**config.mk**
```make
export PLATFORM = sky130hd
export DESIGN_NAME = lspf_ctrl
export DESIGN_NICKNAME = d
export VERILOG_FILES = /design/src/rtl/lspf_pkg.sv /design/src/rtl/lspf_ctrl.sv
export VERILOG_INCLUDE_DIRS = /design/src /design/src/rtl
export SDC_FILE = /design/constraint.sdc
export NUM_CORES = 1
export LEC_CHECK = 0
export BUFFER_PORTS_ARGS = -buffer_cell sky130_fd_sc_hd__buf_4
export CAP_MARGIN = 20
export CORE_AREA = 2 2 39 41
export CTS_CLUSTER_SIZE = 12
export DETAILED_ROUTE_END_ITERATION = 10
export DIE_AREA = 0 0 41 43
export PLACE_DENSITY = 0.45
export SYNTH_ARGS = -nofsm -noshare
export SYNTH_HDL_FRONTEND = slang
export SYNTH_SLANG_ARGS = --single-unit
export TNS_END_PERCENT = 10
```
**constraint.sdc**
```tcl
create_clock -name clk -period 1 [get_ports clk]
set_input_delay 0.1 -clock clk [delete_from_list [all_inputs] [get_ports clk]]
set_output_delay 0.1 -clock clk [all_outputs]
set_load 0.005 [all_outputs]
```
**src/rtl/assert_macros.svh**
```systemverilog
// Assertion macros for the point filter RTL
`ifndef ASSERT_MACROS_SVH
`define ASSERT_MACROS_SVH
`ifndef SYNTHESIS
`define LSPF_ASSERT(label, clk, rst_n, prop, msg) \
    label: assert property (@(posedge clk) disable iff (!rst_n) prop) else $error(msg);
`define LSPF_ASSERT_NEXT(label, clk, rst_n, ante, cons, msg) \
    label: assert property (@(posedge clk) disable iff (!rst_n) ante |=> cons) else $error(msg);
`else
`define LSPF_ASSERT(label, clk, rst_n, prop, msg)
`define LSPF_ASSERT_NEXT(label, clk, rst_n, ante, cons, msg)
`endif
`endif

```
**src/rtl/lspf_pkg.sv**
```systemverilog
// Shared types, constants and tables for the scan point filter
package lspf_pkg;

    localparam int MAX_POINTS_DEF    = 2048;
    localparam int ANGLE_BITS_DEF    = 16;
    localparam int CORDIC_STAGES_DEF = 18;

    localparam int RANGE_W    = 18;
    localparam int COORD_W    = 19;
    localparam int ANG_W      = 16;
    localparam int DIST_W     = 12;
    localparam int IDX_W      = 16;
    localparam int CFG_IDX_W  = 3;
    localparam int CFG_DATA_W = 18;
    localparam int ENTRY_W    = 2 * COORD_W + 1;

    localparam logic [CFG_IDX_W-1:0] REG_ANGLE_START = 3'd0;
    localparam logic [CFG_IDX_W-1:0] REG_ANGLE_STEP  = 3'd1;
    localparam logic [CFG_IDX_W-1:0] REG_RANGE_LOW   = 3'd2;
    localparam logic [CFG_IDX_W-1:0] REG_RANGE_HIGH  = 3'd3;
    localparam logic [CFG_IDX_W-1:0] REG_NOISE_DIST  = 3'd4;
    localparam logic [CFG_IDX_W-1:0] REG_SAMPLE_DIST = 3'd5;

    localparam logic [ANG_W-1:0]   RST_ANGLE_START = 16'h8000;
    localparam logic [ANG_W-1:0]   RST_ANGLE_STEP  = 16'd64;
    localparam logic [RANGE_W-1:0] RST_RANGE_LOW   = 18'd0;
    localparam logic [RANGE_W-1:0] RST_RANGE_HIGH  = 18'd262142;
    localparam logic [DIST_W-1:0]  RST_NOISE_DIST  = 12'd12;
    localparam logic [DIST_W-1:0]  RST_SAMPLE_DIST = 12'd4;

    localparam logic [29:0] GAIN_Q30 = 30'd652032874;
    localparam int COORD_MAX = 262143;

    typedef struct packed {
        logic take;
        logic calc;
        logic rot_start;
        logic scan_start;
        logic scan_run;
        logic finish;
    } cmd_t;

    typedef struct packed {
        logic in_range;
        logic cordic_done;
        logic scan_done;
        logic out_busy;
    } stat_t;

    function automatic logic [31:0] atan_q32(input logic [4:0] i);
        logic [31:0] v;
        case (i)
            5'd0:    v = 32'h20000000;
            5'd1:    v = 32'h12E4051E;
            5'd2:    v = 32'h09FB385B;
            5'd3:    v = 32'h051111D4;
            5'd4:    v = 32'h028B0D43;
            5'd5:    v = 32'h0145D7E1;
            5'd6:    v = 32'h00A2F61E;
            5'd7:    v = 32'h00517C55;
            5'd8:    v = 32'h0028BE53;
            5'd9:    v = 32'h00145F2F;
            5'd10:   v = 32'h000A2F98;
            5'd11:   v = 32'h000517CC;
            5'd12:   v = 32'h00028BE6;
            5'd13:   v = 32'h000145F3;
            5'd14:   v = 32'h0000A2FA;
            5'd15:   v = 32'h0000517D;
            5'd16:   v = 32'h000028BE;
            5'd17:   v = 32'h0000145F;
            5'd18:   v = 32'h00000A30;
            5'd19:   v = 32'h00000518;
            5'd20:   v = 32'h0000028C;
            5'd21:   v = 32'h00000146;
            5'd22:   v = 32'h000000A3;
            5'd23:   v = 32'h00000051;
            default: v = 32'h00000000;
        endcase
        return v;
    endfunction

endpackage

```
**src/rtl/lspf_ctrl.sv**
```systemverilog
// Controller state machine sequencing one item through the datapath
`include "assert_macros.svh"
module lspf_ctrl (
    input  logic            clk,
    input  logic            rst_n,
    input  logic            in_valid,
    output logic            in_ready,
    input  lspf_pkg::stat_t stat,
    output lspf_pkg::cmd_t  cmd
);
    import lspf_pkg::*;

    localparam logic [2:0] S_IDLE     = 3'd0;
    localparam logic [2:0] S_ANGLE    = 3'd1;
    localparam logic [2:0] S_ROT_GO   = 3'd2;
    localparam logic [2:0] S_ROT_WAIT = 3'd3;
    localparam logic [2:0] S_SCAN_GO  = 3'd4;
    localparam logic [2:0] S_SCAN     = 3'd5;
    localparam logic [2:0] S_FINISH   = 3'd6;

    logic [2:0] state_reg, state_next;

    always_comb
    begin
        in_ready       = (state_reg == S_IDLE);
        cmd            = '0;
        cmd.take       = in_valid && in_ready;
        cmd.calc       = (state_reg == S_ANGLE);
        cmd.rot_start  = (state_reg == S_ROT_GO);
        cmd.scan_start = (state_reg == S_SCAN_GO);
        cmd.scan_run   = (state_reg == S_SCAN);
        cmd.finish     = (state_reg == S_FINISH) && !stat.out_busy;
        state_next     = state_reg;
        case (state_reg)
            S_IDLE:     if (cmd.take) state_next = stat.in_range ? S_ANGLE : S_FINISH;
            S_ANGLE:    state_next = S_ROT_GO;
            S_ROT_GO:   state_next = S_ROT_WAIT;
            S_ROT_WAIT: if (stat.cordic_done) state_next = S_SCAN_GO;
            S_SCAN_GO:  state_next = S_SCAN;
            S_SCAN:     if (stat.scan_done) state_next = S_FINISH;
            S_FINISH:   if (cmd.finish) state_next = S_IDLE;
            default:    state_next = S_IDLE;
        endcase
    end

    always_ff @(posedge clk or negedge rst_n)
    begin
        if (!rst_n)
            state_reg <= S_IDLE;
        else
            state_reg <= state_next;
    end

    `LSPF_ASSERT_NEXT(a_rot_wait, clk, rst_n, cmd.rot_start, state_reg == S_ROT_WAIT, "rotation start not followed by wait")
    `LSPF_ASSERT(a_done_in_wait, clk, rst_n, stat.cordic_done |-> state_reg == S_ROT_WAIT, "rotation done outside wait")
    `LSPF_ASSERT(a_no_overwrite, clk, rst_n, cmd.finish |-> !stat.out_busy, "result overwrites pending item")
endmodule

```
After elaboration in Yosys (flattened, before gate mapping)

Cells that the tools add are included.

Flip-flop bits (word level): 3
Logic and storage cells: 22
Output and inout port bits: 7
Input port bits: 7

Muxes and demuxes: 6
Equality and inequality tests: 10
Reduce and logical (&&, ||, !) cells: 5

Operators with widths:

| kind                                                  | number |
|---|---|
| one-hot mux 3 bit (7 select lines)                    | 1 |
| two-way mux 3 bit                                     | 5 |
| == test 3 bit, second input constant                  | 3 |
| == test 3 x 2 -> 1 bit, second input constant         | 2 |
| inequality test 2 bit, second input constant          | 3 |
| AND reduction 4 bit                                   | 1 |
| == test 3 x 1 -> 1 bit, second input constant         | 1 |
| zero test 3 bit                                       | 1 |
| logical AND 1 bit                                     | 2 |
| inequality test 2 x 1 -> 1 bit, second input constant | 1 |
| zero test 1 bit                                       | 1 |

Depth between registers and ports, before layout

Gate-level depths: netlist of the first run.

Depth after elaboration: 4
Depth in mapped cells: 4
Depth with buffers taken out: 3

Least setup slack after synthesis of the first run

Ideal clock, no wire load.

Kind: flip-flop to flip-flop
From: reg state_reg[2]
To: reg state_reg[1]
Setup time: 0.104 ns
Clock period less this slack: 0.951 ns
Data required time: 0.896 ns
Cell stages (with the launch flop): 5
Setup slack: 0.049 ns
Arrival time: 0.848 ns
Buffers on the path: 1
Cells stage by stage: dfrtp_1 buf_4 nor3b_1 o21ai_1 o311ai_1

Cells in the longest elaborated chain, start to end: 4
Elaborated cells between the ends (all ways): 15
Classes of those cells: eq/ne: 10; mux: 1; reduce/logical: 4

Ends and longest elaborated chain:

| element                                                                                  | RTL line                                          | source |
|---|---|---|
| start, declared                                                                          | lspf_ctrl.sv:21                                   | `logic [2:0] state_reg, state_next;` |
| start signal, assigned                                                                   | lspf_ctrl.sv:51                                   | `state_reg <= state_next;` |
| == test 3 bit or zero test 3 bit (tied branches)                                         | lspf_ctrl.sv:32, lspf_ctrl.sv:34, lspf_ctrl.sv:25 |  |
| logical AND 1 bit, on equally long branches                                              | lspf_ctrl.sv:32, lspf_ctrl.sv:27                  |  |
| inequality test 2 bit (no source line) or inequality test 2 x 1 -> 1 bit (tied branches) | -                                                 |  |
| AND reduction 4 bit (no source line)                                                     | -                                                 |  |

Parallel ways exist; a longest one is shown, timed or not.
A chain may end at the register's enable or synchronous reset.

==> metrics.txt, run 1 <==
syn_area_per_cell 8.19 um^2; Final #Nets 63; total track usage 10.4%; Post-Syn Instances 31; Fin. Hold Viols 0; IO Pins 14; Tcrit/Tclk final 119%; max cap viols 0; largest net degree at the start of global routing 7; worst-path cell chain buf_6 -> nor3b_2 -> buf_4; power per cell area 3110 nW/um^2; multi-input logic area 213 um^2; startpoint types flip-flop; final WL 809 um; Die H 43 um; failing checks setup timing; synthesized flop and latch total 3; clock latency on the worst-skew pair 0.23 ns; worst path required time 0.90 ns; GRT overflow 0; Finished Layout Cells 71; Synth area leaders dfrtp_1 (30%), nand2b_1 (9.9%), a21oi_1 (5.9%); HPWL Detailed 551 um; CP peak stage delay 0.43 ns; die area 1760 um^2; Layout area overhead 112%; initial cell density of the core 18.4%; Port-buffer cells 13; placed cells 62; Max Slew Vio Count 0; Die W 41 um; vias in the first global route 304; hold crit path type in -> async; slowest CP cell dfrtp_2; htree depth 1; core area 1380 um^2; status finished with violations; Antenna Violating Nets Remaining 0; count of TritonRoute iterations in the first routing pass 2; Via density 4.52; Filler Cells Inserted 149; Syn Std Cell Area 254 um^2; Setup-failing EPs final 9; fin worst setup slack -0.188 ns; worst hold slack 0.187 ns; Net Count, Synth 38; min cycle time layout 1.19 ns; CTS tree yes; worst-path fanout max 5; Diodes inserted 0; DRC viols 0; Syn. warnings 0; fin util 39.0%; DR WL/cell 11.4 um; sequential area share after synthesis 29.6%; Fmax achieved 0.842 GHz; Post-Route Skew 0.00158 ns; root buf cell clkbuf_4; post-synth top area share 29.6%; TritonCTS Buffers 3; Crit. End Element primary output; max reg flops 3; CTS Sinks 3; via count 321; layout cells sized above 1 72.7%; VDD IR max 1280 uV; initial antenna violation count 0; Row Count 14; clk slew on worst S/H paths 0.04 ns; arrival time at the worst endpoint 1.09 ns; relative slew slack 82.2%; unrepaired setup endpoints after global routing true; maximum clock path buffer count 2; Yosys cell types 19; First DRT Iteration DRCs 4; register area 78.8 um^2; routability cong. 0.685; first-pass GRT wire length 1230 um; Setup CP Type reg -> out; Worst-Margin Slew 0.266 ns; largest area contributor in the netlist dfrtp_1; P_leak 0.000246 uW
[where the power goes]
| part | switching [uW] | internal [uW] | leakage [uW] |
|---|---|---|---|
| Sequential | 106 | 199 | 0.0000330 |
| Combinational | 464 | 696 | 0.000198 |
| Clock | 61.8 | 149 | 0.0000150 |
| Total | 632 | 1040 | 0.000246 |
[cells in the final DEF, fill, tap and decap left out]
cell,synthesis,final
a211oi_2,0,1
a21o_1,1,1
a21oi_1,3,2
a21oi_2,0,1
a2bb2oi_2,0,1
and3b_1,1,1
buf_4,1,17
buf_6,0,5
clkbuf_1,0,1
clkbuf_4,0,3
dfrtp_2,0,3
dlygate4sd3_1,0,1
inv_1,1,1
inv_2,1,1
nand2b_1,4,2
nand2b_4,0,2
nand4_1,1,1
nor2_1,2,2
nor3_1,3,1
nor3_2,0,2
nor3b_1,2,1
nor3b_2,0,1
nor4b_2,1,1
o21ai_1,1,1
o221ai_2,0,1
o311ai_2,0,1
[final cells by class]
type / instances / share of cell area [%]
Clock buffer: 4 / 4.87
Inverter: 2 / 1.39
Multi-Input combinational cell: 23 / 39.4
Sequential cell: 3 / 14.6
Tap cell: 16 / 3.71
Timing Repair Buffer: 23 / 36.0
[timing repair]
action / CTS / global route
buffers inserted: 4 / 0
pin swaps: 3 / 3
hold endpoints to repair: 3 / 0
endpoints found under the setup margin: 10 / 10
gates resized for setup: 11 / 7
hold buffers: 1 / 0
[cell usage after synthesis (all sizes together)]
cell	number
nand2b	4
a21oi	3
buf	3
dfrtp	3
nor3	3
inv	2
nor2	2
nor3b	2
a211oi	1
a21o	1
a2bb2oi	1
and3b	1
nand4	1
nor4b	1
o21ai	1
o221ai	1
o311ai	1
[final timing paths]
| kind | cells past startpoint | slack (ns) | endpoint | startpoint |
|---|---|---|---|---|
| worst max-delay path | 3 | -0.19 | cmd[3] | state_reg[2] |
| worst min-delay path | 2 | 0.19 | state_reg[0] | rst_n |
| worst max register to register | 4 | -0.18 | state_reg[1] | state_reg[0] |
| worst min register to register | 1 | 0.57 | state_reg[0] | state_reg[1] |
| max in group asynchronous | 2 | 0.71 | state_reg[1] | rst_n |
| min in group clk | 3 | 0.19 | state_reg[2] | stat[2] |
[metrics by stage]
stage / area (um^2) / setup WS [ns] / TNS [ns] / power [uW]
5_1_grt: 539 / -0.255 / -1.92 / 1820
3_3_place_gp: 392 / -0.0789 / -0.339 / 1060
4_1_cts: 505 / -0.202 / -1.57 / 1580
6_report: 539 / -0.188 / -1.41 / 1680
3_5_place_dp: 392 / -0.0696 / -0.346 / 1050
2_1_floorplan: 254 / 0.0486 / 0 / 700
[metal layers]
metal / global-route usage (%) / wire length [um] / vias up / share of wire (%)
li1: - / - / 163 / -
met1: 12.6 / 313 / 146 / 39
met2: 16.3 / 417 / 12 / 52
met3: 1.57 / 78 / 0 / 9.6
met4: 6.00 / 0 / 0 / 0
met5: 0 / 0 / - / 0
[cells by family (layout without fill, tap and decap cells)]
group	after synthesis	after routing	synth area share, %
buffers and inverters	5	29	9.85
AO/OA/AOI/OAI	9	9	24.1
AND/OR/NAND/NOR	14	14	36.4
flip-flops	3	3	29.6
[worst max-delay path, delay by kind of cell (launching register included)]
kind / cells / cell delay [ns]
buf+inv: 2 / 0.27
simple gates: 1 / 0.16
flops: 1 / 0.43
Note: power is estimated with default switching activity, not from simulation.
==> run 2, diff against run 1 <==
--- a/config.mk
+++ b/config.mk
@@ -6,13 +6,14 @@
 export SDC_FILE = /design/constraint.sdc
 export NUM_CORES = 1
 export LEC_CHECK = 0
-export BUFFER_PORTS_ARGS = -buffer_cell sky130_fd_sc_hd__buf_4
 export CAP_MARGIN = 20
 export CORE_AREA = 2 2 39 41
 export CTS_CLUSTER_SIZE = 12
 export DETAILED_ROUTE_END_ITERATION = 10
 export DIE_AREA = 0 0 41 43
-export PLACE_DENSITY = 0.45
+export DONT_BUFFER_PORTS = 1
+export PLACE_DENSITY = 0.36
+export SKIP_LAST_GASP = 1
 export SYNTH_ARGS = -nofsm -noshare
 export SYNTH_HDL_FRONTEND = slang
 export SYNTH_SLANG_ARGS = --single-unit
==> metrics.txt, run 2 (same netlist as run 1, synthesis figures left out) <==
Post-Route Skew 0.000187 ns; worst-path cell chain buf_6 -> buf_6 -> nor3b_2; Tcrit/Tclk final 115%; HPWL Detailed 535 um; GRT overflow 0; arrival time at the worst endpoint 1.05 ns; NetSw 538 uW; Max Slew Vio Count 0; worst-path fanout max 3; TritonCTS Buffers 3; relative slew slack 81.4%; Layout area overhead 61.1%; DRC viols 0; root buf cell clkbuf_4; Row Count 14; VDD IR max 1220 uV; clock power share 15.3%; Hold EP state_reg[2]; Finished Layout Cells 59; fin util 29.6%; WP buf/inv 2; htree depth 1; Port-buffer cells 0; TNS Setup -1.11 ns; Diodes inserted 0; hold path start stat[2]; reg2reg path depth 5; DR WL/cell 11.8 um; layout cells sized above 1 46.5%; initial cell density of the core 18.4%; max cap viols 0; routability cong. 0.684; core area 1380 um^2; via count 285; IO Pins 14; Crit. End Element primary output; CTS tree yes; top cell family by delay on the critical path flip-flops; Fin. Hold Viols 0; initial antenna violation count 0; sequential share of power 18.5%; hold path cells 2; status finished with violations; worst path required time 0.90 ns; First DRT Iteration DRCs 3; Antenna Violating Nets Remaining 0; failing checks setup timing; max reg flops 3; hold crit path type in -> reg; fin worst setup slack -0.148 ns; commonest cells after routing, fill and taps aside buf_4 (7), nand2b_1 (4), a21oi_1 (3), clkbuf_4 (3), buf_6 (3); maximum clock path buffer count 2; Sw Share 39.0%; unrepaired setup endpoints after global routing true; P_leak 0.000177 uW; CTS Sinks 3; power per cell area 3370 nW/um^2; FF-to-FF setup slack -0.13 ns; Setup-failing EPs final 9; most used cell, CP buf_6; Comb pwr share 66.2%; placed cells 52; clock latency on the worst-skew pair 0.23 ns; die area 1760 um^2; Fmax achieved 0.871 GHz; vias in the first global route 274; Reg-to-Reg End state_reg[1]; internal power 841 uW; count of TritonRoute iterations in the first routing pass 3; final WL 695 um; Die W 41 um; Worst-Margin Slew 0.275 ns; startpoint types flip-flop; Die H 43 um; Filler Cells Inserted 158; commonest non-fill, non-tap cell in the layout buf_4; slowest CP cell dfrtp_1; CP peak stage delay 0.38 ns; min cycle time layout 1.15 ns; Via density 4.83; clk slew on worst S/H paths 0.04 ns; largest net degree at the start of global routing 8; Setup CP Type reg -> out; reg2reg start state_reg[2]; Final #Nets 51; first-pass GRT wire length 1060 um; total track usage 9.16%
## run 2: changes by cell type in the layout (fill, tap and decap cells not counted), sizes merged
cell	change
buf	-12
## run 2: final cells by class
type,count,area (um^2),share of cell area [%]
multi-input combinational,23,183,44.6
timing repair buffer,11,96.3,23.5
sequential,3,76.3,18.7
clock buffer,4,26.3,6.42
tap,16,20.0,4.89
inverter,2,7.51,1.83
## run 2: worst register-to-register path, cell delays in order (launching register included)
cell and delay (ns):
dfrtp_1 0.38, buf_4 0.15, buf_4 0.13, nor3b_2 0.17, o21ai_1 0.08, o311ai_1 0.10
## run 2: what timing repair did
item                                   CTS  global route
endpoints found under the hold margin    3             0
hold buffers                             1             0
setup endpoints to repair                9            10
gates resized for setup                  9             0
buffers inserted                         2             0
pin swaps                                2             0
## run 2: worst max-delay path by stage
stage	startpoint	to	slack, ns	cells past startpoint
detailed placement	state_reg[2]	state_reg[1]	-0.05	4
global route	state_reg[0]	cmd[0]	-0.20	2
global placement	state_reg[0]	state_reg[1]	-0.04	3
finish	state_reg[2]	cmd[3]	-0.15	3
floorplan	state_reg[2]	state_reg[1]	0.05	4
CTS	state_reg[0]	cmd[0]	-0.16	2
## run 2: per-layer routing
layer | routed length, um | vias up | global-route usage [%] | share of wire (%)
met1 | 290 | 136 | 10.1 | 42
met5 | 0 | - | 0 | 0
met4 | 0 | 0 | 6.00 | 0
met3 | 63 | 0 | 4.19 | 9.1
li1 | - | 139 | - | -
met2 | 340 | 10 | 13.4 | 49
## run 2: metrics by stage
| step | setup WS, ns | total power, uW | hold WS, ns | cell area, um^2 |
|---|---|---|---|---|
| floorplan | 0.0486 | 700 | -0.196 | 254 |
| finish | -0.148 | 1380 | 0.0817 | 409 |
| global placement | -0.0440 | 973 | -0.196 | 317 |
| global route | -0.196 | 1510 | 0.0997 | 409 |
| CTS | -0.161 | 1390 | 0.0794 | 409 |
| detailed placement | -0.0500 | 974 | -0.195 | 317 |
## run 2: power groups by stage
stage               logic (uW)  clock network (uW)  registers [uW]
floorplan                  483                   0             217
global placement           711                   0             263
detailed placement         711                   0             264
CTS                        918                 223             252
global route              1000                 239             263
finish                     913                 211             255
